## src/hdl/issue_timing_scoreboard_defines.svh

```systemverilog
// Assertion macros shared by the issue timing scoreboard RTL.
`ifndef ISSUE_TIMING_SCOREBOARD_DEFINES_SVH
`define ISSUE_TIMING_SCOREBOARD_DEFINES_SVH

// Same-cycle implication, reset masked.
`define ITS_ASSERT_SAME(name, clk_s, rst_s, trig, expr, msg) \
  name: assert property (@(posedge clk_s) disable iff (rst_s) (trig) |-> (expr)) \
    else $error(msg);

// Next-cycle implication, reset masked.
`define ITS_ASSERT_NEXT(name, clk_s, rst_s, trig, expr, msg) \
  name: assert property (@(posedge clk_s) disable iff (rst_s) (trig) |=> (expr)) \
    else $error(msg);

`endif

```

## src/hdl/its_pkg.sv

```systemverilog
// Types, constants and helper functions for the issue timing scoreboard.
package its_pkg;

  localparam int TIME_W    = 32;
  localparam int ADDR_W    = 48;
  localparam int REG_IDX_W = 3;
  localparam int MEM_SLOTS = 8;
  localparam int SLOT_W    = 3;
  localparam int RETIRED_W = 3;

  localparam int WINDOW_DEPTH_DEF = 4;
  localparam int NUM_REGS_DEF     = 8;

  localparam logic [TIME_W-1:0]    TIME_MAX    = '1;
  localparam logic [RETIRED_W-1:0] RETIRED_MAX = '1;

  typedef struct packed {
    logic                 src_reg_valid;
    logic [REG_IDX_W-1:0] src_reg_index;
    logic                 src_mem_valid;
    logic [ADDR_W-1:0]    src_mem_addr;
    logic                 dst_reg_valid;
    logic [REG_IDX_W-1:0] dst_reg_index;
    logic                 dst_mem_valid;
    logic [ADDR_W-1:0]    dst_mem_addr;
  } item_t;

  typedef struct packed {
    logic [TIME_W-1:0]    issue_cycle;
    logic [TIME_W-1:0]    current_cycle;
    logic [RETIRED_W-1:0] retired_now;
  } result_t;

  typedef enum logic [2:0] {
    ST_IDLE,
    ST_MIN_SCAN,
    ST_SET_TARGET,
    ST_COMPACT,
    ST_SETTLE,
    ST_SRC_REG,
    ST_MEM_SCAN,
    ST_COMMIT
  } state_t;

  typedef struct packed {
    logic load_item;
    logic min_step;
    logic set_target;
    logic compact_step;
    logic settle;
    logic src_reg;
    logic mem_step;
    logic commit;
  } ctrl_cmd_t;

  typedef struct packed {
    logic window_full;
    logic scan_last;
    logic slot_last;
    logic src_mem;
    logic result_free;
  } dp_status_t;

  function automatic logic [TIME_W-1:0] sat_inc(input logic [TIME_W-1:0] x);
    return (x == TIME_MAX) ? TIME_MAX : x + TIME_W'(1);
  endfunction

  function automatic logic [TIME_W-1:0] max_time(input logic [TIME_W-1:0] a,
                                                 input logic [TIME_W-1:0] b);
    return (a > b) ? a : b;
  endfunction

endpackage

```

## src/hdl/its_ctrl.sv

```systemverilog
// Sequencer for the issue timing scoreboard: window drain, source lookup, commit.
module its_ctrl (
  input  logic                   clk,
  input  logic                   rst,
  input  logic                   item_valid,
  output logic                   item_ready,
  input  its_pkg::dp_status_t    status,
  output its_pkg::ctrl_cmd_t     cmd
);

  its_pkg::state_t state;
  its_pkg::state_t state_next;

  always_ff @(posedge clk) begin
    if (rst) begin
      state <= its_pkg::ST_IDLE;
    end else begin
      state <= state_next;
    end
  end

  always_comb begin
    state_next = state;
    unique case (state)
      its_pkg::ST_IDLE: begin
        if (item_valid) begin
          state_next = status.window_full ? its_pkg::ST_MIN_SCAN : its_pkg::ST_SRC_REG;
        end
      end
      its_pkg::ST_MIN_SCAN: begin
        if (status.scan_last) begin
          state_next = its_pkg::ST_SET_TARGET;
        end
      end
      its_pkg::ST_SET_TARGET: state_next = its_pkg::ST_COMPACT;
      its_pkg::ST_COMPACT: begin
        if (status.scan_last) begin
          state_next = its_pkg::ST_SETTLE;
        end
      end
      its_pkg::ST_SETTLE: state_next = its_pkg::ST_SRC_REG;
      its_pkg::ST_SRC_REG: begin
        state_next = status.src_mem ? its_pkg::ST_MEM_SCAN : its_pkg::ST_COMMIT;
      end
      its_pkg::ST_MEM_SCAN: begin
        if (status.slot_last) begin
          state_next = its_pkg::ST_COMMIT;
        end
      end
      its_pkg::ST_COMMIT: begin
        if (status.result_free) begin
          state_next = its_pkg::ST_IDLE;
        end
      end
    endcase
  end

  always_comb begin
    cmd        = '0;
    item_ready = 1'b0;
    unique case (state)
      its_pkg::ST_IDLE: begin
        item_ready    = 1'b1;
        cmd.load_item = item_valid;
      end
      its_pkg::ST_MIN_SCAN:   cmd.min_step     = 1'b1;
      its_pkg::ST_SET_TARGET: cmd.set_target   = 1'b1;
      its_pkg::ST_COMPACT:    cmd.compact_step = 1'b1;
      its_pkg::ST_SETTLE:     cmd.settle       = 1'b1;
      its_pkg::ST_SRC_REG:    cmd.src_reg      = 1'b1;
      its_pkg::ST_MEM_SCAN:   cmd.mem_step     = 1'b1;
      its_pkg::ST_COMMIT:     cmd.commit       = status.result_free;
    endcase
  end

endmodule

```

## src/hdl/its_dp.sv

```systemverilog
// Datapath: ready-time tables, issue window, cycle counter and result register.
`include "issue_timing_scoreboard_defines.svh"

module its_dp #(
  parameter int WINDOW_DEPTH = its_pkg::WINDOW_DEPTH_DEF,
  parameter int NUM_REGS     = its_pkg::NUM_REGS_DEF
) (
  input  logic                          clk,
  input  logic                          rst,
  input  its_pkg::ctrl_cmd_t            cmd,
  output its_pkg::dp_status_t           status,
  input  its_pkg::item_t                item,
  input  logic                          cfg_valid,
  input  logic [its_pkg::SLOT_W-1:0]    cfg_index,
  input  logic [its_pkg::ADDR_W-1:0]    cfg_data,
  output logic                          result_valid,
  input  logic                          result_ready,
  output its_pkg::result_t              result
);

  localparam int WIW = (WINDOW_DEPTH > 1) ? $clog2(WINDOW_DEPTH) : 1;
  localparam int FW  = $clog2(WINDOW_DEPTH + 1);
  localparam int RIW = $clog2(NUM_REGS);

  localparam logic [FW-1:0]  FILL_FULL = FW'(WINDOW_DEPTH);
  localparam logic [WIW-1:0] SCAN_LAST = WIW'(WINDOW_DEPTH - 1);

  // architectural state
  logic [its_pkg::ADDR_W-1:0] tag       [its_pkg::MEM_SLOTS];
  logic [its_pkg::TIME_W-1:0] reg_ready [NUM_REGS];
  logic [its_pkg::TIME_W-1:0] mem_ready [its_pkg::MEM_SLOTS];
  logic [its_pkg::TIME_W-1:0] win       [WINDOW_DEPTH];
  logic [FW-1:0]              fill;
  logic [its_pkg::TIME_W-1:0] cycle;

  // per-item working registers
  logic [WIW-1:0]                scan_i;
  logic [FW-1:0]                 kept;
  logic [its_pkg::SLOT_W-1:0]    slot;
  logic [its_pkg::TIME_W-1:0]    lowest;
  logic [its_pkg::TIME_W-1:0]    issue;
  logic [its_pkg::RETIRED_W-1:0] retired;

  logic                       sr_use;
  logic [RIW-1:0]             sr_idx;
  logic                       sm_use;
  logic [its_pkg::ADDR_W-1:0] sm_addr;
  logic                       dr_use;
  logic [RIW-1:0]             dr_idx;
  logic                       dm_use;
  logic [its_pkg::ADDR_W-1:0] dm_addr;

  logic [its_pkg::TIME_W-1:0]    target;
  logic [its_pkg::TIME_W-1:0]    ready_time;
  logic [its_pkg::TIME_W-1:0]    win_rd;
  logic                          keep_entry;
  logic [FW-1:0]                 kept_eff;
  logic [FW-1:0]                 drained;
  logic [its_pkg::RETIRED_W-1:0] retired_sat;
  logic [its_pkg::TIME_W-1:0]    reg_src;

  assign win_rd     = win[scan_i];
  assign keep_entry = !(win_rd < cycle);
  assign target     = its_pkg::max_time(its_pkg::sat_inc(cycle), its_pkg::sat_inc(lowest));
  assign ready_time = its_pkg::sat_inc(issue);
  assign reg_src    = sr_use ? reg_ready[sr_idx] : '0;

  // nothing retired means the cycle is pinned at its maximum: drop the whole window
  assign kept_eff    = (kept == FILL_FULL) ? '0 : kept;
  assign drained     = FILL_FULL - kept_eff;
  assign retired_sat = (32'(drained) > 32'(its_pkg::RETIRED_MAX)) ? its_pkg::RETIRED_MAX
                                                                 : its_pkg::RETIRED_W'(drained);

  assign status.window_full = (fill == FILL_FULL);
  assign status.scan_last   = (scan_i == SCAN_LAST);
  assign status.slot_last   = (slot == its_pkg::SLOT_W'(its_pkg::MEM_SLOTS - 1));
  assign status.src_mem     = sm_use;
  assign status.result_free = !result_valid || result_ready;

  always_ff @(posedge clk) begin
    if (rst) begin
      for (int k = 0; k < its_pkg::MEM_SLOTS; k++) begin
        tag[k]       <= '0;
        mem_ready[k] <= '0;
      end
      for (int r = 0; r < NUM_REGS; r++) begin
        reg_ready[r] <= '0;
      end
      fill         <= '0;
      cycle        <= '0;
      scan_i       <= '0;
      kept         <= '0;
      slot         <= '0;
      result_valid <= 1'b0;
    end else begin
      if (cfg_valid) begin
        tag[cfg_index] <= cfg_data;
      end
      if (result_valid && result_ready) begin
        result_valid <= 1'b0;
      end
      if (cmd.load_item) begin
        scan_i <= '0;
        kept   <= '0;
      end
      if (cmd.min_step) begin
        scan_i <= scan_i + WIW'(1);
      end
      if (cmd.set_target) begin
        cycle  <= target;
        scan_i <= '0;
      end
      if (cmd.compact_step) begin
        scan_i <= scan_i + WIW'(1);
        if (keep_entry) begin
          kept <= kept + FW'(1);
        end
      end
      if (cmd.settle) begin
        fill <= kept_eff;
      end
      if (cmd.src_reg) begin
        slot <= '0;
      end
      if (cmd.mem_step) begin
        slot <= slot + its_pkg::SLOT_W'(1);
      end
      if (cmd.commit) begin
        if (dr_use) begin
          reg_ready[dr_idx] <= ready_time;
        end
        for (int k = 0; k < its_pkg::MEM_SLOTS; k++) begin
          if (dm_use && (tag[k] == dm_addr)) begin
            mem_ready[k] <= ready_time;
          end
        end
        fill         <= fill + FW'(1);
        result_valid <= 1'b1;
      end
    end
  end

  always_ff @(posedge clk) begin
    if (cmd.load_item) begin
      sr_use  <= item.src_reg_valid && (32'(item.src_reg_index) < NUM_REGS);
      sr_idx  <= RIW'(item.src_reg_index);
      sm_use  <= item.src_mem_valid;
      sm_addr <= item.src_mem_addr;
      dr_use  <= item.dst_reg_valid && (32'(item.dst_reg_index) < NUM_REGS);
      dr_idx  <= RIW'(item.dst_reg_index);
      dm_use  <= item.dst_mem_valid;
      dm_addr <= item.dst_mem_addr;
      lowest  <= its_pkg::TIME_MAX;
      retired <= '0;
    end
    if (cmd.min_step && (win_rd < lowest)) begin
      lowest <= win_rd;
    end
    // in-place compaction: write slot never runs ahead of read slot
    if (cmd.compact_step && keep_entry) begin
      win[kept[WIW-1:0]] <= win_rd;
    end
    if (cmd.settle) begin
      retired <= retired_sat;
    end
    if (cmd.src_reg) begin
      issue <= its_pkg::max_time(cycle, reg_src);
    end
    if (cmd.mem_step && sm_use && (tag[slot] == sm_addr) && (mem_ready[slot] > issue)) begin
      issue <= mem_ready[slot];
    end
    if (cmd.commit) begin
      win[fill[WIW-1:0]]   <= issue;
      result.issue_cycle   <= issue;
      result.current_cycle <= cycle;
      result.retired_now   <= retired;
    end
  end

  `ITS_ASSERT_NEXT(a_target_advances, clk, rst, cmd.set_target, (cycle > $past(cycle)) || (cycle == its_pkg::TIME_MAX), "drain did not advance the cycle")
  `ITS_ASSERT_NEXT(a_settle_frees_slot, clk, rst, cmd.settle, fill < FILL_FULL, "drain left the window full")
  `ITS_ASSERT_NEXT(a_commit_posts, clk, rst, cmd.commit, result_valid && (fill == $past(fill) + FW'(1)), "commit did not post a result and append")

endmodule

```

## src/hdl/issue_timing_scoreboard.sv

```systemverilog
// Issue timing scoreboard: per instruction, computes the issue cycle from
// register and tracked-memory ready times, the cycle counter and a bounded
// issue window. One item is processed at a time by a sequencer. With room in
// the window an item passes through the source-register lookup and the
// commit, plus a memory scan when it reads memory (the eight tracked
// locations are compared one per cycle). When the window is full, a drain
// runs first: one pass over the window finds the oldest entry, a second pass
// compacts the window. The next item may be transferred while a result
// waits in the output register. Tag registers are written through the cfg
// channel, which is always ready; write them only while the block is idle.
module issue_timing_scoreboard #(
  parameter int WINDOW_DEPTH = its_pkg::WINDOW_DEPTH_DEF,
  parameter int NUM_REGS     = its_pkg::NUM_REGS_DEF
) (
  input  logic                       clk,
  input  logic                       rst,
  input  logic                       item_valid,
  output logic                       item_ready,
  input  its_pkg::item_t             item,
  output logic                       result_valid,
  input  logic                       result_ready,
  output its_pkg::result_t           result,
  input  logic                       cfg_valid,
  output logic                       cfg_ready,
  input  logic [its_pkg::SLOT_W-1:0] cfg_index,
  input  logic [its_pkg::ADDR_W-1:0] cfg_data
);

  its_pkg::ctrl_cmd_t  cmd;
  its_pkg::dp_status_t status;

  assign cfg_ready = 1'b1;

  its_ctrl u_ctrl (
    .clk        (clk),
    .rst        (rst),
    .item_valid (item_valid),
    .item_ready (item_ready),
    .status     (status),
    .cmd        (cmd)
  );

  its_dp #(
    .WINDOW_DEPTH (WINDOW_DEPTH),
    .NUM_REGS     (NUM_REGS)
  ) u_dp (
    .clk          (clk),
    .rst          (rst),
    .cmd          (cmd),
    .status       (status),
    .item         (item),
    .cfg_valid    (cfg_valid),
    .cfg_index    (cfg_index),
    .cfg_data     (cfg_data),
    .result_valid (result_valid),
    .result_ready (result_ready),
    .result       (result)
  );

endmodule
```

## config.mk

```make
export PLATFORM = sky130hd
export DESIGN_NAME = issue_timing_scoreboard
export DESIGN_NICKNAME = d
export VERILOG_FILES = /design/src/hdl/its_pkg.sv /design/src/hdl/its_ctrl.sv /design/src/hdl/its_dp.sv /design/src/hdl/issue_timing_scoreboard.sv
export VERILOG_INCLUDE_DIRS = /design/src /design/src/hdl
export SDC_FILE = /design/constraint.sdc
export NUM_CORES = 2
export LEC_CHECK = 0
export ABC_AREA = 0
export BUFFER_PORTS_ARGS = -buffer_cell sky130_fd_sc_hd__buf_2
export CORE_MARGIN = 2
export CORE_UTILIZATION = 57
export CTS_CLUSTER_SIZE = 14
export DETAILED_ROUTE_END_ITERATION = 12
export PLACE_DENSITY = 0.84
export SLEW_MARGIN = 40
export SYNTH_ARGS = -nofsm -noshare
export SYNTH_HDL_FRONTEND = slang
export SYNTH_SLANG_ARGS = --single-unit
```

## constraint.sdc

```tcl
create_clock -name clk -period 5.6 [get_ports clk]
set_input_delay 0.84 -clock clk [delete_from_list [all_inputs] [get_ports clk]]
set_output_delay 0.84 -clock clk [all_outputs]
set_load 0.02 [all_outputs]
```

==> impl_metrics.tcl <==
set metrics [dict create \
    core-area_um2 114000 \
    dr_wl_met3_mm 25.0 \
    start_util_pct 57.3 \
    routedWlPerCell_um 33.4 \
    path_buf_inv 2 \
    io_pins 232 \
    ys_ff_latch 1319 \
    swShare_pct 33.9 \
    die_area_um2 117000 \
    synthFlopType "edfxtp_1" \
    routed_wl_mm 223 \
    cpLargestDelayFamily "simple AND/OR/NAND/NOR gates" \
    crit_path_top_delay_cell "or4_1" \
    layout.nets 5369 \
    tightest_slew_ns 0.995 \
    first_pass_iters 6 \
    arrival_ns 5.80 \
    switchingPower_mw 10.5 \
    rsz0062_at_grt "no" \
    final_cell_count_no_fill 6668 \
    dp.cells 6403 \
    numCtsBuffers 141 \
    power_density_nw_per_um2 423 \
    die_y_um 342 \
    cts_resized 0 \
    wl_met1_mm 77.1 \
    fin_skew_ns 0.0322 \
    p_seq_share_pct 42.4 \
    pwr-share-clk_pct 30.3 \
    hold_buffers 0 \
    post-route-period-util_pct 91.8 \
    power.internal_mw 20.5 \
    synth_edf_count 1264 \
    dp_hpwl_mm 156 \
    worstPathMaxFanout 17 \
    first_global_vias 43100 \
    drtIter0Drc 7387 \
    drcViolationCount 0 \
    finalMaxSlewViolations 0 \
    die_x_um 342 \
    final_layout_size_suffix_gt1_share_pct 19.8 \
    crit_type "flop to flop" \
    ir_drop_v 0.000512 \
    status "completed" \
    crit_chain "ha_1 > nand4_1 > or3_1 > or4_1 > nor2_4 > buf_4 > nor2_1 > ha_1 > nor2b_1 > o21a_1 > o21a_1 > o21ai_0 > a21o_1 > and4_1 > nor2_1 > buf_4 > a2111oi_0" \
    p_comb_share_pct 27.3 \
    cts.path.max_buffers 3 \
    syn-num-nets 5163 \
    cts_tree "built" \
    synthDistinctLibCells 73 \
    cp.required_ns 6.26 \
    gp_congestion 1.04 \
    final_common_cell "edfxtp_1" \
    hold_viol_final 0 \
    highest_layer "met5" \
    cts.sinks 1319 \
    syn_to_final_growth_pct 12.2 \
    h-tree-depth 4 \
    final_cell_mix "1,264 x edfxtp_1, 590 x nor2_1, 388 x and2_1, 247 x xnor2_1, 235 x mux4_2" \
    syn-cell-area_um2 65300 \
    dr_wl_met2_mm 103 \
    async_reset_ff_share_pct 0 \
    worstHoldPathType "primary input to flop" \
    placed_cell_area_um2 68600 \
    end_kind "flop" \
    antenna_found_initial 18 \
    yosys_warnings 0 \
    syn_avg_cell_area_um2 13.5 \
    setup_viol 0 \
    route.vias.total 44700 \
    fillers 8063 \
    grt_pass1_wl_mm 314 \
    rows 124 \
    drv_cap 0 \
    cts-root-buf "clkbuf_16" \
    portBuffers 230 \
    clock_latency_ns 0.78 \
    postCtsSetupBuffers 0 \
    final_core_util_pct 64.2 \
    min_period_ns 5.14 \
    grtUsageTotal_pct 37.9 \
    cpPeakStageDelay_ns 0.71 \
    path_clk_slew_ns 0.06 \
    synthCells 4828 \
    final_cell_area_um2 73300 \
    antenna_left 0 \
    startpoint_type "flop" \
    tns_ns 0 \
    p_leak_nw 26.6 \
    relSlewSlack_pct 33.0 \
    overflow 0 \
    yosysSeqAreaShare_pct 59.8 \
    vias_per_cell 6.71 \
    max_freq_ghz 0.195 \
    grt_max_degree 76 \
]
-- cell type report --
type	instances	area [µm²]	area share, %
timing repair buffer	365	2370	3.24
clock inverter	84	846	1.15
antenna	9	22.5	0.0307
tap	1512	1890	2.58
multi-input combinational	3070	24800	33.8
inverter	137	520	0.710
sequential	1319	39100	53.3
clock buffer	172	3740	5.10
-- Yosys cell counts, drive strengths merged (5+ instances only) --
cell / number / area, µm²
edfxtp: 1264 / 38000
nor2: 607 / 2290
and2: 388 / 2430
xnor2: 247 / 2160
mux4: 235 / 5290
clkbuf: 234 / 878
xor2: 220 / 1930
nand2: 188 / 706
ha: 173 / 2160
nand4: 150 / 945
inv: 136 / 510
mux2i: 122 / 1220
mux2: 98 / 1210
nor4: 85 / 538
buf: 68 / 383
o21ai: 68 / 340
a21oi: 66 / 330
dfxtp: 55 / 1100
nor3: 53 / 265
or2: 50 / 313
nand3: 43 / 215
a21o: 30 / 225
or3: 29 / 181
o311ai: 24 / 210
nand2b: 21 / 131
a22oi: 20 / 150
nor2b: 13 / 81.3
and4: 12 / 105
o31ai: 12 / 90.1
a31oi: 11 / 83.8
a221oi: 10 / 87.6
o22ai: 10 / 62.6
o21a: 9 / 67.6
and3: 6 / 37.5
or4: 6 / 45.0
o2bb2ai: 5 / 43.8
-- cell families after synthesis --
logic type,Yosys count,synth area share [%]
compound gates,314,3.25
mux,455,11.8
xor+xnor,467,6.26
simple gates,1660,12.8
flops,1319,59.8
buf+inv,439,2.72
fa+ha+maj,173,3.32
other cells,1,0.00574
-- worst reg2reg max path: stages, from the launching register on --
cell and delay [ns]:
edfxtp_1 0.49, ha_1 0.25, nand4_1 0.20, or3_1 0.50, or4_1 0.71, nor2_4 0.42, buf_4 0.28, nor2_1 0.09
ha_1 0.30, nor2b_1 0.14, o21a_1 0.16, o21a_1 0.16, o21ai_0 0.19, a21o_1 0.18, and4_1 0.28, nor2_1 0.08
buf_4 0.22, a2111oi_0 0.37
-- power by group through the flow --
| stage | clock, mW | sequential (mW) | combinational [mW] |
|---|---|---|---|
| final | 9.41 | 13.1 | 8.47 |
| after global placement | 0 | 13.2 | 8.01 |
| after detailed placement | 0 | 13.3 | 8.17 |
| after global routing | 9.77 | 13.2 | 8.84 |
| after CTS | 9.41 | 13.1 | 8.24 |
| after floorplan | 0 | 12.6 | 5.34 |
-- metrics by stage --
| step | setup WS (ns) | power [mW] | hold WS, ns |
|---|---|---|---|
| 6_report | 0.461 | 31.0 | 0.236 |
| 5_1_grt | 0.167 | 31.8 | 0.230 |
| 4_1_cts | 0.560 | 30.7 | 0.202 |
| 3_5_place_dp | 0.589 | 21.5 | 0.424 |
| 3_3_place_gp | 0.650 | 21.3 | 0.407 |
| 2_1_floorplan | 0.376 | 18.0 | 0.400 |
-- state kept, by name (all words and copies together) (netlist names), 32 cells and up, named ones only --
| signal | flops |
|---|---|
| u_dp.tag | 384 |
| u_dp.dm_addr | 48 |
| u_dp.mem_ready | 256 |
| u_dp.cycle | 32 |
| u_dp.result | 67 |
| u_dp.lowest | 32 |
| u_dp.issue | 32 |
| u_dp.sm_addr | 48 |
| u_dp.reg_ready | 256 |
| u_dp.win | 128 |
-- metal layers --
layer | vias up | track usage, %
li1 | 18200 | -
met1 | 22100 | 48.3
met2 | 3634 | 59.5
met3 | 734 | 7.80
met4 | 22 | 24.6
met5 | - | 0
-- final timing paths --
path         slack, ns               end       startpoint  cells past startpoint
min               0.24  u_dp.dm_addr[17]         item[17]                      1
max               0.46     u_dp.cycle[0]   u_dp.lowest[0]                     17
min reg2reg       0.43    u_dp.result[2]  u_dp.retired[2]                      0
max reg2reg       0.46     u_dp.cycle[0]   u_dp.lowest[0]                     17
Note: power is estimated with default switching activity, not from simulation.
